File: src/sv/dbs_pkg.sv
// ----------------------------------------------------------------------------
// dbs_pkg: shared types and constants
// Payload structs, sequencer codes and sizes for the deadline batch scheduler.
// ----------------------------------------------------------------------------
package dbs_pkg;

  localparam int CAPACITY = 256;
  localparam int ADDR_W   = $clog2(CAPACITY);
  localparam int OCC_W    = ADDR_W + 1;
  localparam int MAX_BATCH = 16;
  localparam int BS_W     = 5;
  localparam int CNT_W    = 24;
  localparam logic [CNT_W-1:0] COUNT_MAX = {CNT_W{1'b1}};
  localparam logic [15:0] TIME_MAX = 16'hFFFF;

  localparam logic REQ_ARRIVE = 1'b0;
  localparam logic REQ_TICK   = 1'b1;

  localparam logic [1:0] KIND_MEMBER   = 2'd0;
  localparam logic [1:0] KIND_NO_BATCH = 2'd1;
  localparam logic [1:0] KIND_REJECT   = 2'd2;

  typedef struct packed {
    logic        req_type;
    logic [15:0] job_id;
    logic [15:0] deadline;
  } in_item_t;

  typedef struct packed {
    logic [1:0]       kind;
    logic [15:0]      served_id;
    logic [CNT_W-1:0] batch_total;
    logic             last;
  } out_item_t;

  typedef enum logic [3:0] {
    S_IDLE, S_DECODE, S_REJ, S_EXP_RD, S_EXP_CHK, S_EXP_WR, S_DECIDE,
    S_NOBATCH, S_MIN_RD, S_MIN_CMP, S_REM_WR, S_FIN
  } state_t;

  typedef enum logic [3:0] {
    OP_NONE, OP_ACCEPT, OP_ARRIVE, OP_REJ, OP_EXP_INIT, OP_EXP_RD,
    OP_EXP_MVRD, OP_EXP_WR, OP_EXP_INC, OP_BATCH_INIT, OP_NOBATCH,
    OP_MIN_RD, OP_MIN_CMP, OP_REM_RD, OP_REM_WR, OP_TIME_INC
  } dp_op_t;

  typedef struct packed {
    dp_op_t op;
  } dbs_cmd_t;

  typedef struct packed {
    logic is_tick;
    logic full;
    logic i_lt_occ;
    logic expired;
    logic occ_ge_b;
    logic j_lt_occ;
    logic k_last;
    logic out_free;
  } dbs_status_t;

endpackage

File: src/sv/dbs_ctrl.sv
// ----------------------------------------------------------------------------
// dbs_ctrl: sequencer
// Steps the datapath through arrival, expiry scan, minimum search and removal.
// ----------------------------------------------------------------------------
module dbs_ctrl
  import dbs_pkg::*;
(
  input  logic        clk,
  input  logic        rst,
  input  logic        in_valid,
  output logic        in_stall,
  input  dbs_status_t status,
  output dbs_cmd_t    cmd
);

  state_t state, state_next;

  always_ff @(posedge clk) begin
    if (rst) begin
      state <= S_IDLE;
    end else begin
      state <= state_next;
    end
  end

  always_comb begin
    state_next = state;
    cmd.op     = OP_NONE;
    in_stall   = 1'b1;
    case (state)
      S_IDLE: begin
        in_stall = 1'b0;
        if (in_valid) begin
          cmd.op     = OP_ACCEPT;
          state_next = S_DECODE;
        end
      end
      S_DECODE: begin
        if (status.is_tick) begin
          cmd.op     = OP_EXP_INIT;
          state_next = S_EXP_RD;
        end else if (status.full) begin
          state_next = S_REJ;
        end else begin
          cmd.op     = OP_ARRIVE;
          state_next = S_IDLE;
        end
      end
      S_REJ: begin
        if (status.out_free) begin
          cmd.op     = OP_REJ;
          state_next = S_IDLE;
        end
      end
      S_EXP_RD: begin
        if (status.i_lt_occ) begin
          cmd.op     = OP_EXP_RD;
          state_next = S_EXP_CHK;
        end else begin
          state_next = S_DECIDE;
        end
      end
      S_EXP_CHK: begin
        // An expired entry is replaced by the last one, which is then rechecked.
        if (status.expired) begin
          cmd.op     = OP_EXP_MVRD;
          state_next = S_EXP_WR;
        end else begin
          cmd.op     = OP_EXP_INC;
          state_next = S_EXP_RD;
        end
      end
      S_EXP_WR: begin
        cmd.op     = OP_EXP_WR;
        state_next = S_EXP_RD;
      end
      S_DECIDE: begin
        if (status.occ_ge_b) begin
          cmd.op     = OP_BATCH_INIT;
          state_next = S_MIN_RD;
        end else begin
          state_next = S_NOBATCH;
        end
      end
      S_NOBATCH: begin
        if (status.out_free) begin
          cmd.op     = OP_NOBATCH;
          state_next = S_FIN;
        end
      end
      S_MIN_RD: begin
        if (status.j_lt_occ) begin
          cmd.op     = OP_MIN_RD;
          state_next = S_MIN_CMP;
        end else begin
          cmd.op     = OP_REM_RD;
          state_next = S_REM_WR;
        end
      end
      S_MIN_CMP: begin
        cmd.op     = OP_MIN_CMP;
        state_next = S_MIN_RD;
      end
      S_REM_WR: begin
        if (status.out_free) begin
          cmd.op     = OP_REM_WR;
          state_next = status.k_last ? S_FIN : S_MIN_RD;
        end
      end
      S_FIN: begin
        cmd.op     = OP_TIME_INC;
        state_next = S_IDLE;
      end
      default: begin
        state_next = S_IDLE;
      end
    endcase
  end

endmodule

File: config.mk
export PLATFORM = sky130hd
export DESIGN_NAME = dbs_ctrl
export DESIGN_NICKNAME = d
export VERILOG_FILES = /design/src/sv/dbs_pkg.sv /design/src/sv/dbs_ctrl.sv
export SDC_FILE = /design/constraint.sdc
export NUM_CORES = 1
export LEC_CHECK = 0
export BUFFER_PORTS_ARGS = -buffer_cell sky130_fd_sc_hd__clkbuf_2
export CAP_MARGIN = 20
export CORE_AREA = 3 3 40 42
export CTS_CLUSTER_SIZE = 40
export DETAILED_ROUTE_END_ITERATION = 12
export DIE_AREA = 0 0 43 45
export GPL_TIMING_DRIVEN = 0
export PLACE_DENSITY = 0.68
export SYNTH_ARGS = -nofsm -noshare
export SYNTH_HDL_FRONTEND = slang
export SYNTH_SLANG_ARGS = --single-unit
File: constraint.sdc
create_clock -name clk -period 2.3 [get_ports clk]
set_input_delay 0 -clock clk [delete_from_list [all_inputs] [get_ports clk]]
set_output_delay 0 -clock clk [all_outputs]
set_load 0.02 [all_outputs]
# Word level (Yosys, flattened, before mapping)

Index checks and enable logic that the tools add are counted.

Output and inout port bits: 5
Word-level logic and storage cells: 42
Register bits after elaboration: 4
Bits of input ports: 11

Reduce and logical (&&, ||, !) cells: 2
Eq/ne operators: 15
Multiplexer cells: 24

Operators with widths:

| cell                                          | number |
|---|---|
| one-hot mux 4 bit (12 select lines)           | 1 |
| one-hot mux 4 bit (11 select lines)           | 1 |
| 2-to-1 mux 4 bit                              | 9 |
| == test 4 x 3 -> 1 bit, second input constant | 4 |
| == test 4 bit, second input constant          | 4 |
| 2-to-1 mux 2 bit                              | 7 |
| 2-to-1 mux 3 bit                              | 4 |
| == test 4 x 2 -> 1 bit, second input constant | 2 |
| != test 2 bit, second input constant          | 4 |
| == test 4 x 1 -> 1 bit, second input constant | 1 |
| logical NOT 4 bit                             | 1 |
| AND reduction 4 bit                           | 1 |
| 2-to-1 mux 1 bit                              | 2 |

# Depth between registers and ports, before layout

Gate-level depths: netlist of run 1.

Depth after elaboration: 3
Mapped depth: 7
Gate-level depth less buffers: 5

# Worst setup path after synthesis of run 1

No wires, ideal clock.

Path type: reg2out
From: reg state[3]
To: out cmd[2] (netlist bit)
Path slack: 1093 ps
Buffers on the path: 2
Cell stages (with the launch flop): 7
Data arrival time: 1207 ps
Cell sequence: dfxtp_1 > buf_6 > buf_2 > o21ai_1 > a21oi_1 > a21oi_1 > o21ai_1

RTL lines:

| element                | line           | text |
|---|---|---|
| start, declared        | dbs_ctrl.sv:16 | `state_t state, state_next;` |
| start signal, assigned | dbs_ctrl.sv:22 | `state <= state_next;` |
| end, declared          | dbs_ctrl.sv:13 | `output dbs_cmd_t cmd` |

==> results of run 1 <==
## path summary, 6_finish.rpt
path,end,slack (ps),depth (start not counted)
max,cmd[3],690,5
min,state[3],140,3
max reg2reg,state[1],960,6
min reg2reg,state[0],640,3
## placed cells by master, fill, tap and decap left out, types with 2 or more instances in the layout
cell and count:
a21o_1 3, buf_2 3, clkbuf_2 15, o211ai_1 3
buf_6 2, o21ai_0 4, inv_1 2, nor2_1 13
or3_1 2, nor3_1 4, buf_4 2, o21ai_1 4
nor2b_1 2, clkbuf_4 3, a32oi_1 2, a21oi_1 4
nand2b_1 4, dfxtp_1 4, nand2_1 9
## cell families (layout without fill, tap and decap cells)
| family | count (synthesis) | in the layout | synth area share |
|---|---|---|---|
| AND/OR/NAND/NOR | 41 | 41 | 0.352 |
| AO/OA/AOI/OAI | 30 | 30 | 0.350 |
| buffers and inverters | 9 | 28 | 0.104 |
| flip-flops | 4 | 4 | 0.138 |
| multiplexers | 2 | 2 | 0.0562 |
## metal layers
metal / wire, um / up-vias / global-route usage / part of all wire
met1: 764 / 327 / 0.233 / 0.46
li1: - / 355 / - / -
met3: 79 / 0 / 0.0518 / 0.048
met4: 0 / 0 / 0.0120 / 0
met5: 0 / - / 0 / 0
met2: 800 / 17 / 0.305 / 0.49
## report_power, final
group          leakage [nW]  total (mW)  switching, mW  internal, mW
sequential           0.0326      0.0804        0.00588        0.0746
clock                0.0138      0.0843         0.0261        0.0582
combinational         0.264       0.136         0.0799        0.0566
## worst register-to-register path: stages, from the launching register on
cell and delay, ps:
dfxtp_1 300, buf_4 170, and2b_1 210, o21ai_0 100
o21a_1 170, o211ai_1 100, a21o_1 170
## area by class of cell
class	count	area, sq um
Fill cell	133	579
Multi-Input combinational cell	73	439
Timing Repair Buffer	16	85.1
Sequential cell	4	80.1
Buffer	7	52.6
Clock buffer	3	22.5
Tap cell	15	18.8
Inverter	2	7.51
## metrics by stage
step	cells	total power [mW]	setup WS [ps]	area, sq um
after detailed placement	116	0.216	933	673
after CTS	119	0.303	675	696
after global placement	116	0.215	938	673
final	120	0.301	690	706
after global routing	120	0.326	569	706
after floorplan	86	0.176	1090	579
==> metrics, run 1 <==
biggest regs=state x4; crit path DAT=1610 ps; Synthesized Nets=97; total grt overflow=0; Post-synth top cells=nor2_1 (13), nand2_1 (9); setup repair bufs after CTS=0; worst path required time=2300 ps; synthesized instance count=86; endpoint class of the critical path=primary output; endpoints failing setup=0; drt wl/cell=13.7 um; nets=118; CP max stage cell=a2111oi_0; Initial Util=0.451; Setup TNS=0 ps; outcome=finished, final reports clean; startpoint types=register; standby leakage power=0.310 nW; Pre-Repair DR Iteration Count=4; die area=1940 sq um; layout cell share with drive strength beyond 1=0.276; clk root buf=clkbuf_4; core footprint=1280 sq um; syn avg cell area=6.74 sq um; row count=13; TritonCTS clock tree=done; flop and latch count out of synthesis=4; first-pass GRT wire length=2700 um; Hold Crit Class=input port to register; vias in the first global route=643; final period utilization=0.700; Yosys cell types=36; CP max FO=10; Synth top area share=0.138; Worst VDD drop=0.000321 V; Placer Congestion=0.898; H-tree depth=1; Largest register FFs=4; Layout Skew=3.71 ps; reg2reg start=state[2]; max-cap violation count=0; clk_lat worst skew=230 ps; die height=45 um; gr usage total=0.178; crit-path cells=buf_6 > nand2b_1 > a2111oi_0 > a221o_1 > clkbuf_2; crit-path max cell delay=430 ps; cell taking the most area after synthesis=dfxtp_1; power per cell area=427 nW/um^2; Fin. Hold Viols=0; Post-synth EDFFs=0; Warnings, synthesis=0; Die X=43 um; Detailed Route WL=1650 um; Slew HR=0.721; Reg clk slew, reported paths=40 ps; critical path's top delay family=compound AO/OA/AOI/OAI gates; largest register by flop count=state; fmax=0.621 GHz; Synth Cell Area=579 sq um; CTS Hold Buffers Added=0; Initial DRC Count=13; Synth area leaders=dfxtp_1 (14%), nor2_1 (8.4%), nand2_1 (5.8%), nand2b_1 (4.3%), a21o_1 (3.9%); largest net degree at the start of global routing=11; fin crit period=1610 ps; Slew @ Worst Pin=408 ps; Slew Viols, Final=0; routed vias=699; # port buffers=15; initial antenna violation count=0; most frequent cell after synthesis=nor2_1; Post-synth ARST share=0; Post-DP HPWL=1230 um; num ports=16; DRC errors left=0; ANT nets after route=0; CP startpoint=state[3]; Layout area overhead=21.8%; total CTS buffers=3; number of diodes=0; Bufs on Longest Clock Path=2; RSZ-0062 raised after global routing=no; Vias/cell=5.83; Core Util, Final=0.549; top_reg_cell synth=dfxtp_1; Crit Path Class=register to primary output; worst hold slack=142 ps; Seq/Total Area, Yosys=0.138; Clock Sinks=4; Resized cells post-CTS=0; worst hold start=status[3]; worst path bufs/invs=2
Note: power is estimated with default switching activity, not from simulation.
==> inputs of run 2 (changes only) <==
Clock period 2.3 ns to 1.5 ns, I/O delays scaled along.
==> run 2 against run 1 <==
Against the previous run:
- the run now ends with negative setup slack left
- largest power group unchanged
- hold slack better by 48 ps
- register-to-register slack lost 820 ps
- sequential power grew 55%
- non-clock buffer count up 6
==> metrics, run 2 (synthesis results as in run 1) <==
crit-path max cell delay=450 ps; Placer Congestion=0.898; Layout Skew=2.77 ps; Post-DP HPWL=1230 um; startpoint types=register; Slew HR=0.811; Clock Sinks=4; Crit Path Class=register to primary output; first-pass GRT wire length=2900 um; final period utilization=1.02; Fin. Hold Viols=0; Net Sw Power=0.179 mW; largest register by flop count=state; fmax=0.653 GHz; final cell count without fillers=126; Detailed Route WL=1780 um; Initial Util=0.451; clk_lat worst skew=230 ps; Initial DRC Count=23; Worst VDD drop=0.000487 V; fin crit period=1530 ps; Pre-Repair DR Iteration Count=5; die area=1940 sq um; initial antenna violation count=0; outcome=finished with violations; FILL cells=117; Hold Crit Class=input port to register; worst path required time=1500 ps; crit-path cells=buf_6 > mux2i_1 > nor2_1 > mux4_2 > clkbuf_8; Slew Viols, Final=0; biggest regs=state x4; Pint=0.311 mW; critical path's top delay family=multiplexers; row count=13; endpoint class of the critical path=primary output; CP max stage cell=mux4_2; worst path bufs/invs=2; routed vias=749; PnR worst setup slack=-31.7 ps; Setup TNS=-46.7 ps; Reg clk slew, reported paths=40 ps; failing checks=negative setup slack; Largest register FFs=4; gr usage total=0.194; Bufs on Longest Clock Path=2; endpoints failing setup=2; ANT nets after route=0; total CTS buffers=3; core footprint=1280 sq um; Comb power frac=0.484; total grt overflow=0; Vias/cell=5.94; DRC errors left=0; vias in the first global route=699; power per cell area=610 nW/um^2; # port buffers=15; clock network fraction of design power=0.262; H-tree depth=1; standby leakage power=0.353 nW; crit path DAT=1530 ps; number of diodes=0; TritonCTS clock tree=done; die height=45 um; max-cap violation count=0; drt wl/cell=14.1 um; CP max FO=7; Switching Share=0.365; Layout area overhead=38.9%; largest net degree at the start of global routing=11; RSZ-0062 raised after global routing=yes; Die X=43 um; layout cell share with drive strength beyond 1=0.360; num ports=16; commonest non-fill, non-tap cell in the layout=nor2_1; nets=124; Placed Cells=116; most frequent cells in the layout=nor2_1 (13), clkbuf_2 (11), buf_4 (10); sequential power share=0.254; clk root buf=clkbuf_4; Slew @ Worst Pin=283 ps
[run 2: changes by cell type in the layout (fill, tap and decap cells not counted), moves of 3 or more]
cell and delta:
buf_2 -3, buf_4 +8, buf_6 +3, clkbuf_2 -4, dfxtp_1 -3, dfxtp_2 +3
[run 2: through the flow]
| stage | utilization | power (mW) | setup slack, ps | instance area [sq um] | hold slack [ps] |
|---|---|---|---|---|---|
| 5_1_grt | 0.626 | 0.531 | -118 | 805 | 204 |
| 3_5_place_dp | 0.524 | 0.331 | 133 | 673 | 240 |
| 3_3_place_gp | 0.524 | 0.330 | 138 | 673 | 241 |
| 6_report | 0.626 | 0.491 | -31.7 | 805 | 190 |
| 4_1_cts | 0.581 | 0.480 | -39.4 | 747 | 0.192 |
| 2_1_floorplan | - | 0.269 | 293 | 579 | 62.4 |
[run 2: final timing paths]
| check | start | endpoint | slack [ps] | depth (start not counted) |
|---|---|---|---|---|
| max reg2reg | state[2] | state[0] | 140 | 7 |
| max | state[2] | cmd[0] | -30 | 5 |
| min | status[4] | state[2] | 190 | 3 |
| min reg2reg | state[2] | state[0] | 680 | 3 |
[run 2: per-layer routing]
metal	vias up	GRT usage	routed length, um
met3	6	0.0598	89
met5	-	0	0
met4	0	0.0663	48
met2	32	0.323	878
li1	369	-	-
met1	342	0.237	759
[run 2: power groups by stage]
stage	combinational (mW)	sequential (mW)	clock (mW)
2_1_floorplan	0.147	0.122	0
3_5_place_dp	0.206	0.125	0
5_1_grt	0.261	0.125	0.145
3_3_place_gp	0.206	0.124	0
4_1_cts	0.222	0.124	0.134
6_report	0.238	0.125	0.128
[run 2: final cells by class]
cell class	instances	area [sq um]	share of cell area
Tap cell	15	18.8	0.0233
Multi-Input combinational cell	73	454	0.565
Buffer	7	63.8	0.0793
Sequential cell	4	83.8	0.104
Inverter	2	7.51	0.00933
Timing Repair Buffer	22	154	0.191
Clock buffer	3	22.5	0.0280
[run 2: worst min-delay path, delay by kind of cell]
kind | cells | cell delay (ps)
buffers and inverters | 1 | 110
AO/OA/AOI/OAI | 1 | 190
AND/OR/NAND/NOR | 1 | 70
[run 2: repair_timing]
action / in CTS / in global routing
gates resized for setup: 12 / 10
gates cloned: 0 / 0
hold endpoints to repair: 0 / 1
pin swaps: 2 / 1
hold buffers: 0 / 1
endpoints found under the setup margin: 4 / 4
setup buffers: 2 / 4
==> inputs of run 3 (changes only) <==
Settings changed: SKIP_LAST_GASP from default to 1.
==> run 3 against run 2 <==
Against the previous run:
- the run still ends with negative setup slack left
- clock power about the same
- design area decreased by 1.4%
- sequential power about the same
- worst setup slack got worse by 29 ps
- clock skew about the same
- flip-flop and latch count unchanged
- clock-buffer cell count unchanged
- via count increased by 1.2%
- power about the same
- critical path type unchanged
- critical endpoint is now cmd[3]
- largest power group unchanged
- highest routed layer unchanged
==> metrics, run 3 (synthesis results as in run 1) <==
outcome=finished with violations; failing checks=negative setup slack; sequential power share=0.254; Detailed Route WL=1790 um; RSZ-0062 raised after global routing=yes; Pint=0.311 mW; Bufs on Longest Clock Path=2; power per cell area=619 nW/um^2; biggest regs=state x4; row count=13; clock network fraction of design power=0.262; gr usage total=0.194; DRC errors left=0; routed vias=758; ANT nets after route=0; Slew HR=0.801; total grt overflow=0; number of diodes=0; largest register by flop count=state; Initial Util=0.451; H-tree depth=1; max-cap violation count=0; Layout area overhead=36.9%; endpoint class of the critical path=primary output; commonest non-fill, non-tap cell in the layout=nor2_1; Placer Congestion=0.898; Design Power=0.491 mW; first-pass GRT wire length=2900 um; die area=1940 sq um; startpoint types=register; vias in the first global route=699; worst hold slack=189 ps; Placed Cells=116; die height=45 um; Crit Path Class=register to primary output; dpl ws=133 ps; final cell count without fillers=125; Layout Skew=2.75 ps; nets=123; worst path required time=1500 ps; Slew Viols, Final=0; Fin. Hold Viols=0; layout cell share with drive strength beyond 1=0.355; Net Sw Power=0.180 mW; clk_lat worst skew=230 ps; Vias/cell=6.06; final period utilization=1.04; Pre-Repair DR Iteration Count=5; Largest register FFs=4; total CTS buffers=3; TritonCTS clock tree=done; initial antenna violation count=0; Worst VDD drop=0.000496 V; Hold Crit Class=input port to register; endpoints failing setup=2; Reg clk slew, reported paths=40 ps; Switching Share=0.367; standby leakage power=0.346 nW; Comb power frac=0.485; fmax=0.641 GHz; CP max FO=10; clk root buf=clkbuf_4; Clock Sinks=4; num ports=16; core footprint=1280 sq um; Post-DP HPWL=1230 um; Initial DRC Count=20; PnR worst setup slack=-61.1 ps; Die X=43 um; crit path DAT=1560 ps; fin crit period=1560 ps; largest net degree at the start of global routing=11; Slew @ Worst Pin=297 ps; # port buffers=15; most frequent cells in the layout=nor2_1 (13), clkbuf_2 (11), buf_4 (9), nand2_1 (9), clkbuf_4 (5); Core Util, Final=0.617; drt wl/cell=14.3 um
run 3: changes by cell type in the layout (fill, tap and decap cells not counted):
| cell | before | now |
|---|---|---|
| buf_6 | 5 | 4 |
| clkbuf_4 | 4 | 5 |
| buf_4 | 10 | 9 |
run 3: area by class of cell:
cell class,count,area [sq um]
fill,121,492
multi-input combinational,73,454
timing repair buffer,21,139
sequential,4,83.8
buffer,7,67.6
clock buffer,3,22.5
tap,15,18.8
inverter,2,7.51
run 3: final timing paths:
kind	startpoint	end	slack, ps	cells after the start
worst min-delay path	status[4]	state[2]	190	3
worst max-delay path	state[3]	cmd[3]	-60	6
worst max register to register	state[3]	state[3]	130	6
worst min register to register	state[2]	state[0]	680	3
run 3: per-stage QoR:
step / cell area (sq um) / TNS, ps
after floorplan: 579 / 0
after global placement: 673 / 0
after detailed placement: 673 / 0
after CTS: 747 / -68.2
after global routing: 793 / -349
final: 793 / -92.8
run 3: repair_timing:
action	in CTS	in global routing
pin swaps	1	2
resized for setup	12	8
setup endpoints to repair	4	4
hold buffers	0	1
buffers inserted	2	3
hold endpoints to repair	0	1
run 3: routing by layer:
layer | global-route usage | vias to the layer above | wire, um
li1 | - | 367 | -
met1 | 0.237 | 343 | 758
met2 | 0.323 | 38 | 875
met3 | 0.0598 | 10 | 100
met4 | 0.0663 | 0 | 57
met5 | 0 | - | 0
run 3: critical path: stages, from the launching register on:
cell and delay [ps]:
dfxtp_2 320, buf_6 140, nor2b_4 130, buf_4 120, a21o_1 160, a221o_1 300
buf_4 160
run 3: power by group through the flow:
stage / Clock [mW] / Sequential (mW) / Combinational (mW)
final: 0.128 / 0.125 / 0.238
after global routing: 0.145 / 0.125 / 0.261
after CTS: 0.134 / 0.124 / 0.223
after detailed placement: 0 / 0.125 / 0.206
after global placement: 0 / 0.124 / 0.206
after floorplan: 0 / 0.122 / 0.147
